**config.mk**
```make
export PLATFORM = sky130hd
export DESIGN_NAME = four_register_alu_executor
export DESIGN_NICKNAME = d
export VERILOG_FILES = /design/src/hw/rtl/frae_pkg.sv /design/src/hw/rtl/four_register_alu_executor.sv /design/src/hw/rtl/frae_dpath.sv /design/src/hw/rtl/frae_ctrl.sv
export SDC_FILE = /design/constraint.sdc
export NUM_CORES = 2
export LEC_CHECK = 0
export BUFFER_PORTS_ARGS = -buffer_cell sky130_fd_sc_hd__buf_2
export CORE_MARGIN = 4
export CORE_UTILIZATION = 48
export DETAILED_ROUTE_END_ITERATION = 10
export GPL_TIMING_DRIVEN = 0
export HOLD_SLACK_MARGIN = 0.15
export PLACE_DENSITY = 0.71
export SYNTH_ARGS = -nofsm -noshare
export SYNTH_HDL_FRONTEND = slang
export SYNTH_SLANG_ARGS = --single-unit
```
**constraint.sdc**
```tcl
create_clock -name clk -period 28.8 [get_ports clk]
set_input_delay 1.44 -clock clk [delete_from_list [all_inputs] [get_ports clk]]
set_output_delay 1.44 -clock clk [all_outputs]
set_load 0.005 [all_outputs]
```
**src/hw/rtl/frae_pkg.sv**
```systemverilog
// Shared types and constants for the four-register ALU executor.
package frae_pkg;

  localparam int unsigned DATA_W = 64;
  localparam int unsigned HALF_W = 32;
  localparam int unsigned CNT_W  = 6;

  // Last value of the step counter for the multi-cycle operations.
  localparam logic [CNT_W-1:0] MUL_LAST = CNT_W'(3);
  localparam logic [CNT_W-1:0] DIV_LAST = CNT_W'(DATA_W - 1);

  // Partial product phases of the shared 32x32 multiplier.
  localparam logic [1:0] MUL_LO_LO = 2'd0;
  localparam logic [1:0] MUL_LO_HI = 2'd1;
  localparam logic [1:0] MUL_HI_LO = 2'd2;
  localparam logic [1:0] MUL_DRAIN = 2'd3;

  typedef enum logic [2:0] {
    OP_INPUT = 3'd0,
    OP_ADD   = 3'd1,
    OP_MUL   = 3'd2,
    OP_DIV   = 3'd3,
    OP_MOD   = 3'd4,
    OP_EQL   = 3'd5
  } opcode_t;

  // Commands from the controller to the datapath.
  typedef struct packed {
    logic       load;
    logic       div_init;
    logic       div_step;
    logic       mul_step;
    logic [1:0] mul_phase;
    logic       finish;
  } dp_cmd_t;

  // Status from the datapath to the controller.
  typedef struct packed {
    opcode_t op;
    logic    b_zero;
  } dp_stat_t;

endpackage

```
**src/hw/rtl/four_register_alu_executor.sv**
```systemverilog
// Top level of the four-register integer ALU executor.
//
// Each input beat carries one decoded instruction that acts on four 64-bit
// signed registers (w, x, y, z). Each instruction gives exactly one result
// beat with the destination index, its new value, a divide-by-zero flag and
// the value of z after the instruction.
// Both channels use valid and stall; a beat moves when valid is high and
// stall is low. One instruction is worked on at a time: in_stall is low only
// while the block is idle.
// An accepted beat is loaded into the operand registers and then decoded. Input,
// add, compare and zero-divisor cases go straight to the commit; multiply forms
// three 32x32 partial products through one shared multiplier, and divide and
// remainder run the restoring divider, which makes one quotient bit per cycle.
// The next instruction is accepted only after this one has committed its
// result to the output register.
// The result sits in an output register, so the next instruction is accepted
// and executed while a stalled result waits; it then holds before its
// register write until the output register is freed.
// A synchronous reset (rst_n low) clears all four registers to zero and
// drops out_valid.
module four_register_alu_executor (
  input  logic               clk,
  input  logic               rst_n,
  input  logic               in_valid,
  output logic               in_stall,
  input  logic [2:0]         in_opcode,
  input  logic [1:0]         in_dest_reg,
  input  logic               in_src_is_immediate,
  input  logic [1:0]         in_src_reg,
  input  logic signed [31:0] in_immediate,
  input  logic signed [31:0] in_input_value,
  output logic               out_valid,
  input  logic               out_stall,
  output logic [1:0]         out_written_reg,
  output logic signed [63:0] out_written_value,
  output logic               out_divide_by_zero,
  output logic signed [63:0] out_z_value
);
  import frae_pkg::*;

  dp_cmd_t  cmd;
  dp_stat_t stat;

  // Instruction sequencer.
  frae_ctrl u_ctrl (
    .clk       (clk),
    .rst_n     (rst_n),
    .in_valid  (in_valid),
    .in_stall  (in_stall),
    .out_valid (out_valid),
    .out_stall (out_stall),
    .cmd       (cmd),
    .stat      (stat)
  );

  // Registers and arithmetic.
  frae_dpath u_dpath (
    .clk                 (clk),
    .rst_n               (rst_n),
    .cmd                 (cmd),
    .stat                (stat),
    .in_opcode           (in_opcode),
    .in_dest_reg         (in_dest_reg),
    .in_src_is_immediate (in_src_is_immediate),
    .in_src_reg          (in_src_reg),
    .in_immediate        (in_immediate),
    .in_input_value      (in_input_value),
    .out_written_reg     (out_written_reg),
    .out_written_value   (out_written_value),
    .out_divide_by_zero  (out_divide_by_zero),
    .out_z_value         (out_z_value)
  );

endmodule

```
**src/hw/rtl/frae_dpath.sv**
```systemverilog
// Datapath: register file, operand registers, multiplier, divider and result mux.
module frae_dpath (
  input  logic               clk,
  input  logic               rst_n,
  input  frae_pkg::dp_cmd_t  cmd,
  output frae_pkg::dp_stat_t stat,
  input  logic [2:0]         in_opcode,
  input  logic [1:0]         in_dest_reg,
  input  logic               in_src_is_immediate,
  input  logic [1:0]         in_src_reg,
  input  logic signed [31:0] in_immediate,
  input  logic signed [31:0] in_input_value,
  output logic [1:0]         out_written_reg,
  output logic signed [63:0] out_written_value,
  output logic               out_divide_by_zero,
  output logic signed [63:0] out_z_value
);
  import frae_pkg::*;

  logic [DATA_W-1:0] rf_r [4];

  logic [DATA_W-1:0] a_r;
  logic [DATA_W-1:0] b_r;
  logic [DATA_W-1:0] inval_r;
  opcode_t           op_r;
  logic [1:0]        dest_r;

  logic [DATA_W-1:0] pp_r;
  logic [DATA_W-1:0] acc_r;

  logic [DATA_W-1:0] rem_r;
  logic [DATA_W-1:0] quo_r;
  logic [DATA_W-1:0] dvs_r;
  logic              neg_q_r;
  logic              neg_rem_r;

  logic [1:0]        wr_reg_r;
  logic [DATA_W-1:0] wr_val_r;
  logic              dz_r;
  logic [DATA_W-1:0] z_val_r;

  logic [HALF_W-1:0] mul_x;
  logic [HALF_W-1:0] mul_y;
  logic [DATA_W-1:0] prod;
  logic [DATA_W:0]   shifted;
  logic [DATA_W:0]   trial;
  logic              b_zero;
  logic              dz;
  logic [DATA_W-1:0] res;

  function automatic logic [DATA_W-1:0] magnitude(input logic [DATA_W-1:0] v);
    magnitude = v[DATA_W-1] ? (~v + DATA_W'(1)) : v;
  endfunction

  assign b_zero = (b_r == '0);
  assign stat   = '{op: op_r, b_zero: b_zero};

  // Shared multiplier: one 32x32 partial product per phase.
  always_comb begin
    mul_x = (cmd.mul_phase == MUL_HI_LO) ? a_r[DATA_W-1:HALF_W] : a_r[HALF_W-1:0];
    mul_y = (cmd.mul_phase == MUL_LO_HI) ? b_r[DATA_W-1:HALF_W] : b_r[HALF_W-1:0];
    prod  = DATA_W'(mul_x) * DATA_W'(mul_y);
  end

  // Restoring divider step: shift in the next dividend bit and try a subtract.
  assign shifted = {rem_r, quo_r[DATA_W-1]};
  assign trial   = shifted - {1'b0, dvs_r};

  // Result of the instruction held in the operand registers.
  always_comb begin
    res = a_r;
    dz  = 1'b0;
    case (op_r)
      OP_INPUT: res = inval_r;
      OP_ADD:   res = a_r + b_r;
      OP_MUL:   res = acc_r;
      OP_DIV: begin
        if (b_zero) begin
          dz = 1'b1;
        end else begin
          res = neg_q_r ? (~quo_r + DATA_W'(1)) : quo_r;
        end
      end
      OP_MOD: begin
        if (b_zero) begin
          dz = 1'b1;
        end else begin
          res = neg_rem_r ? (~rem_r + DATA_W'(1)) : rem_r;
        end
      end
      OP_EQL:   res = {{(DATA_W-1){1'b0}}, (a_r == b_r)};
      default:  res = a_r;
    endcase
  end

  // Register file: written at the end of an instruction, read at load.
  always_ff @(posedge clk) begin
    if (!rst_n) begin
      for (int i = 0; i < 4; i++) begin
        rf_r[i] <= '0;
      end
    end else if (cmd.finish) begin
      rf_r[dest_r] <= res;
    end
  end

  // Operand capture; the source is read before this instruction writes.
  always_ff @(posedge clk) begin
    if (cmd.load) begin
      a_r     <= rf_r[in_dest_reg];
      b_r     <= in_src_is_immediate ? DATA_W'(in_immediate) : rf_r[in_src_reg];
      inval_r <= DATA_W'(in_input_value);
      op_r    <= opcode_t'(in_opcode);
      dest_r  <= in_dest_reg;
    end
  end

  // Multiply: register each partial product, then add it in the next cycle.
  always_ff @(posedge clk) begin
    if (cmd.mul_step) begin
      if (cmd.mul_phase != MUL_DRAIN) begin
        pp_r <= prod;
      end
      case (cmd.mul_phase)
        MUL_LO_HI: acc_r <= pp_r;
        MUL_HI_LO,
        MUL_DRAIN: acc_r <= acc_r + {pp_r[HALF_W-1:0], {HALF_W{1'b0}}};
        default:   acc_r <= acc_r;
      endcase
    end
  end

  // Divide: unsigned magnitudes, one quotient bit per cycle.
  always_ff @(posedge clk) begin
    if (cmd.div_init) begin
      rem_r     <= '0;
      quo_r     <= magnitude(a_r);
      dvs_r     <= magnitude(b_r);
      neg_q_r   <= a_r[DATA_W-1] ^ b_r[DATA_W-1];
      neg_rem_r <= a_r[DATA_W-1];
    end else if (cmd.div_step) begin
      if (!trial[DATA_W]) begin
        rem_r <= trial[DATA_W-1:0];
        quo_r <= {quo_r[DATA_W-2:0], 1'b1};
      end else begin
        rem_r <= shifted[DATA_W-1:0];
        quo_r <= {quo_r[DATA_W-2:0], 1'b0};
      end
    end
  end

  // Output register for the result beat.
  always_ff @(posedge clk) begin
    if (cmd.finish) begin
      wr_reg_r <= dest_r;
      wr_val_r <= res;
      dz_r     <= dz;
      z_val_r  <= (dest_r == 2'd3) ? res : rf_r[3];
    end
  end

  assign out_written_reg    = wr_reg_r;
  assign out_written_value  = wr_val_r;
  assign out_divide_by_zero = dz_r;
  assign out_z_value        = z_val_r;

endmodule

```
**src/hw/rtl/frae_ctrl.sv**
```systemverilog
// Controller: sequences each instruction and runs the result handshake.
module frae_ctrl (
  input  logic               clk,
  input  logic               rst_n,
  input  logic               in_valid,
  output logic               in_stall,
  output logic               out_valid,
  input  logic               out_stall,
  output frae_pkg::dp_cmd_t  cmd,
  input  frae_pkg::dp_stat_t stat
);
  import frae_pkg::*;

  typedef enum logic [2:0] {
    S_IDLE,
    S_DISPATCH,
    S_MUL,
    S_DIV,
    S_FINISH
  } state_t;

  state_t           state_r, state_nxt;
  logic [CNT_W-1:0] cnt_r, cnt_nxt;
  logic             out_valid_r, out_valid_nxt;

  assign in_stall  = (state_r != S_IDLE);
  assign out_valid = out_valid_r;

  // Next state, counter and datapath commands.
  always_comb begin
    state_nxt     = state_r;
    cnt_nxt       = cnt_r;
    out_valid_nxt = out_valid_r && out_stall;
    cmd           = '0;
    cmd.mul_phase = cnt_r[1:0];
    case (state_r)
      S_IDLE: begin
        if (in_valid) begin
          cmd.load  = 1'b1;
          state_nxt = S_DISPATCH;
        end
      end
      S_DISPATCH: begin
        cnt_nxt = '0;
        if (stat.op == OP_MUL) begin
          state_nxt = S_MUL;
        end else if ((stat.op inside {OP_DIV, OP_MOD}) && !stat.b_zero) begin
          cmd.div_init = 1'b1;
          state_nxt    = S_DIV;
        end else begin
          state_nxt = S_FINISH;
        end
      end
      S_MUL: begin
        cmd.mul_step = 1'b1;
        cnt_nxt      = cnt_r + CNT_W'(1);
        if (cnt_r == MUL_LAST) begin
          state_nxt = S_FINISH;
        end
      end
      S_DIV: begin
        cmd.div_step = 1'b1;
        cnt_nxt      = cnt_r + CNT_W'(1);
        if (cnt_r == DIV_LAST) begin
          state_nxt = S_FINISH;
        end
      end
      S_FINISH: begin
        // Commit only when the output register is free or being emptied.
        if (!out_valid_r || !out_stall) begin
          cmd.finish    = 1'b1;
          out_valid_nxt = 1'b1;
          state_nxt     = S_IDLE;
        end
      end
      default: state_nxt = S_IDLE;
    endcase
  end

  // State and registered outputs.
  always_ff @(posedge clk) begin
    if (!rst_n) begin
      state_r     <= S_IDLE;
      cnt_r       <= '0;
      out_valid_r <= 1'b0;
    end else begin
      state_r     <= state_nxt;
      cnt_r       <= cnt_nxt;
      out_valid_r <= out_valid_nxt;
    end
  end

endmodule
```
======== Yosys cells after proc, flatten, opt, wreduce, memory -nomap -nowiden ========
Memory sizes are Yosys's and may differ from the RTL's. A register that Yosys moved wholly into a read port is not among the register bits.
Cells that the tools add are included.
operators by class
  $add $sub $neg .......................... 8
  divide/modulo/power cells ............... 0
  reductions and logical operators ........ 21
  shift-type cells ........................ 0
  bitwise operators ....................... 5
  $mul .................................... 1
  $lt $le $gt $ge ......................... 0
  muxes and demuxes ....................... 43
  equality and inequality tests ........... 21
operator list
  kind                   number
  $mux 64                11
  $pmux 64 s6            1
  $add 64x1->64 const B  4
  $not 64->64            4
  $add 64x64->64         2
  $pmux 64 s2            1
  $sub 65x64->65         1
  $eq 64x64->1           1
  $logic_not 64->1       1
  $mul 32x32->64         1
  $mux 32                2
  $reduce_or 64->1       1
  $mux 63                1
  $mux 1                 18
  $mux 3                 6
  $pmux 3 s5             1
  $eq 3x2->1 const B     4
  $pmux 6 s2             1
  $eq 3x3->1 const B     3
  $reduce_bool 2->1      4
  $add 6x1->6 const B    1
  $eq 2x2->1 const B     3
  $eq 3x1->1 const B     2
  $eq 6x2->1 const B     1
  other kinds (14)       24
storage, ports and cells
  flip-flop bits (word level) ............. 564
  word-level logic and storage cells ...... 119
  latch bits .............................. 0
  memory bits (read-only) ................. 0
  input bits .............................. 76
  memories kept ........................... 1
  memory bits (writable) .................. 256
  output and inout bits ................... 133
memory list
  name          depth  bits a word  rd ports  clocked after Yosys merged registers in  wr ports  line              text
  u_dpath.rf_r  4      64           3         1                                        4         frae_dpath.sv:20  logic [DATA_W-1:0] rf_r [4];

======== Depth between registers and ports, before layout ========
  depth in word-level cells ............... 9
  mapped depth ............................ 35
  depth with buffers taken out ............ 30

======== Hierarchy ========
Synthesis repeated with hierarchy kept, for this count alone.
unflattened totals
  cells, all modules ...................... 8723
  area total of the unflattened synthesis .. 85294.3 um^2
by module, submodules not included
  module      seq. area each (um^2)  area an instance (um^2)  times used  cells an instance
  frae_dpath  25604.6                84648.7                  1           8642
  frae_ctrl   200.2                  645.6                    1           81

======== Worst setup path before layout ========
OpenSTA, ideal clock, no wires.
  kind .................................... in2reg
  start point ............................. input out_stall
  end point ............................... memory u_dpath.rf_r[0][0] (enable)
  buffers on the path ..................... 2
  required time ........................... 28.376 ns
  setup time .............................. 0.424 ns
  path slack .............................. 17.806 ns
  cell stages on the path ................. 6
  arrival ................................. 10.570 ns
  cell sequence ........................... a21oi_1 -> nand2_1 -> or3_1 -> clkbuf_1 -> clkbuf_1 -> nand2_1
RTL lines
  element      line                              text
  from (decl)  four_register_alu_executor.sv:33  input logic out_stall,
  to (decl)    frae_dpath.sv:20

======== Worst setup path after layout ========
  start point ............................. register u_ctrl.cnt_r[1]
  end point ............................... register u_dpath.pp_r[59], data pin
on the way
  cells in the longest elaborated chain, start to end .. 3
  elaborated cells between the ends (all ways) .. 5
  classes of those cells .................. mul: 1; eq/ne: 2; mux: 2
ends and longest elaborated chain
  element                                          line                                text
  from (decl)                                      frae_ctrl.sv:23                     logic [CNT_W-1:0] cnt_r, cnt_nxt;
  from (signal assigned)                           frae_ctrl.sv:88                     cnt_r <= cnt_nxt;
  $eq 2x2->1 / $eq 2x1->1 (equally long branches)  frae_dpath.sv:60, frae_dpath.sv:61
  $mux 32, on equally long branches                frae_dpath.sv:60, frae_dpath.sv:61
  $mul 32x32->64 (*)                               frae_dpath.sv:62                    prod = DATA_W'(mul_x) * DATA_W'(mul_y);
  via u_dpath.prod[59]                             frae_dpath.sv:44                    logic [DATA_W-1:0] prod;
  to (signal assigned)                             frae_dpath.sv:122                   pp_r <= prod;
  to (decl)                                        frae_dpath.sv:28                    logic [DATA_W-1:0] pp_r;
The timed path passes the listed nets; every way through them passes the cells marked *.
A chain may end at the register's enable or synchronous reset.

==> impl_metrics.ini <==
[timing]
fin_skew_ns = 0.0435
min_period_over_period_pct = 44.4
hold_viol_final = 0
timing.fmax_ghz = 0.0783
drv_slew = 15
fin_crit_ns = 12.78
worst_pin_slew_ns = 1.53
rsz0062_at_grt = false
setup_viol = 0
worst_slack_ns = 16.02
hold_slack_ns = 0.517
relSlewSlack_pct = -3.11
tns_ns = 0

[synth]
ys_warn_count = 0
yosys.area.top_type_share_pct = 28.8
syn_area_sq_um = 84500
synthesis.instances = 8575
synth_cell_types = 91
synth-async-reset-ratio_pct = 0
syn_nets = 9981
synth-edff-count = 810
ys_ff_latch = 884
syn_avg_cell_area_sq_um = 9.86
ys_seq_area_share_pct = 30.5
synth.area.top_cells = edfxtp_1 (29%), fa_1 (21%), ha_1 (6.4%), inv_1 (4.8%), nor2_1 (4.5%)
synth-main-ff-cell = edfxtp_1
synth_top_area_cell = edfxtp_1

[grt]
grt_pass1_wl_microns = 509000
grt.overflow.total = 0
antenna_found_initial = 32
grt_util_all_layers_pct = 39.3
grt_max_degree = 72
grt_pass1_vias = 70500

[floorplan]
core_sq_um = 174000
die_x_microns = 428
rows = 153
dieArea_sq_um = 183000
die_h_microns = 428
initial_utilization_pct = 48.5
num_io_pins = 209

[cells_and_area]
largest_register_ffs = 256
layout_commonest_cell = inv_1
fillers = 15900
regMostFlops = u_dpath.rf_r
drive_above_1_share_pct = 7.73
final_cell_mix = inv_1 (1081), nor2_1 (1014), nand2_1 (909)
area_growth_pct = 8.91
nets = 10300

[critical_path]
crit_top_cell = fa_1
arrival_ns = 13.22
cpPeakStageDelay_ns = 1.19
worst_setup_path_start_kind = flop
critical_path.top_delay_family = adder cells
critPathMaxFanout = 12
crit_buf_inv = 7
worst_path_max_delay_cell = mux2i_1
required_ns = 29.24
cp-end-kind = flop
worstSetupPathType = reg2reg

[route]
num_vias = 71600
first_pass_iters = 6
drt_iter0_drc = 10100
route.antenna.remaining_nets = 0
wl_per_cell_microns = 31.8
totalWireLength_microns = 361000
vias_per_cell = 6.32
drc_errors = 0

[cts]
cts_sinks = 884
post-cts-setup-buffers = 0
clkTransAtPathRegs_ns = 0.06
clkLatencyLatePin_ns = 0.72
clockRootBuffer = clkbuf_16
cts.htree.levels = 3
numCtsBuffers = 88
clock_path_buffers = 3
cts_tree = built
hold_buffers = 0
ctsResizeCount = 0

[job]
maxCapViolCount = 6

[placed_design]
post-place-ws_ns = 16.58
gp_congestion = 1.13
dp_hpwl_microns = 300000
port_buffers = 205

[status]
violations = capacitance limit, slew limit
status = finished, violations left

[worst_hold_path]
hold_path_class = reg2reg
-- synthesized netlist by cell type, drive strengths merged (15+ instances only) --
| cell | number |
|---|---|
| nand2 | 913 |
| xor2 | 204 |
| mux2 | 101 |
| dfxtp | 74 |
| nand3 | 87 |
| o21ai | 482 |
| a221oi | 39 |
| a22oi | 16 |
| buf | 59 |
| o21bai | 42 |
| and2 | 36 |
| or2 | 32 |
| nor2 | 1016 |
| a211oi | 21 |
| a21oi | 339 |
| nor4 | 55 |
| nor3 | 69 |
| mux2i | 115 |
| nor2b | 64 |
| and3 | 30 |
| o21a | 34 |
| or3 | 52 |
| o41ai | 41 |
| fa | 899 |
| mux4 | 128 |
| ha | 431 |
| a221o | 23 |
| inv | 1083 |
| nand2b | 30 |
| o22ai | 49 |
| edfxtp | 810 |
| clkbuf | 416 |
| or4 | 43 |
| a21o | 163 |
| o31ai | 98 |
| o211ai | 21 |
| nand4 | 46 |
| xnor2 | 223 |
| a31oi | 29 |
| a21boi | 15 |
-- layer usage --
layer	wire [microns]	GRT usage, %
met5	237	0.185
met4	24300	20.9
met3	47800	13.1
met2	150000	56.5
met1	138000	52.6
-- stage by stage --
stage | std cells | util [%] | instance area (sq um)
after global routing | 11300 | 52.8 | 92000
after global placement | 11100 | 50.7 | 88500
after CTS | 11300 | 52.7 | 92000
after floorplan | 8575 | - | 84500
final | 11300 | 52.8 | 92100
after detailed placement | 11100 | 51.1 | 89100
-- worst register-to-register path: cells and delay by family, from the launching register on --
kind | cells | cell delay (ns)
adder cells (fa/ha/maj) | 10 | 4.79
buffers and inverters | 7 | 2.12
AO/OA/AOI/OAI | 8 | 2.02
AND/OR/NAND/NOR | 3 | 1.30
multiplexers | 1 | 1.19
flip-flops | 1 | 0.99
XOR/XNOR | 1 | 0.10
-- path summary, 6_finish.rpt --
path	start	endpoint	slack, ns	cells past startpoint
min reg2reg	u_dpath.pp_r[40]$_DFFE_PP_	u_dpath.acc_r[40]$_DFFE_PP_	0.52	2
min	u_dpath.pp_r[40]$_DFFE_PP_	u_dpath.acc_r[40]$_DFFE_PP_	0.52	2
max reg2reg	u_ctrl.cnt_r[1]$_SDFFE_PN0P_	u_dpath.pp_r[59]$_DFFE_PP_	16.02	30
max	u_ctrl.cnt_r[1]$_SDFFE_PN0P_	u_dpath.pp_r[59]$_DFFE_PP_	16.02	30
-- cell type report --
class                   count  area, sq um  share of cell area [%]
clock inverters            54          606                   0.658
multi-input cells        6132        53000                    57.5
inverters                1084         4070                    4.43
flip-flops and latches    884        25800                    28.0
repair buffers            236         1540                    1.67
well taps                2325         2910                    3.16
diodes                     22         55.1                  0.0598
clock buffers             109         2300                    2.50
plain buffers             475         1810                    1.96
-- kinds of logic (layout without fill, tap and decap cells) --
kind of cell,after synthesis,count (layout),share of synthesized area (%)
AO/OA/AOI/OAI,1522,1522,11.4
XOR/XNOR,427,427,4.42
adder cells (fa/ha/maj),1330,1330,27.7
buffers and inverters,1559,1958,6.95
flip-flops,884,884,30.5
multiplexers,344,344,6.12
other,0,22,0
AND/OR/NAND/NOR,2509,2509,12.9
Power is left out: the tool's default activity adds up to more than one toggle a clock period on the data nets, which glitch-free logic cannot reach.
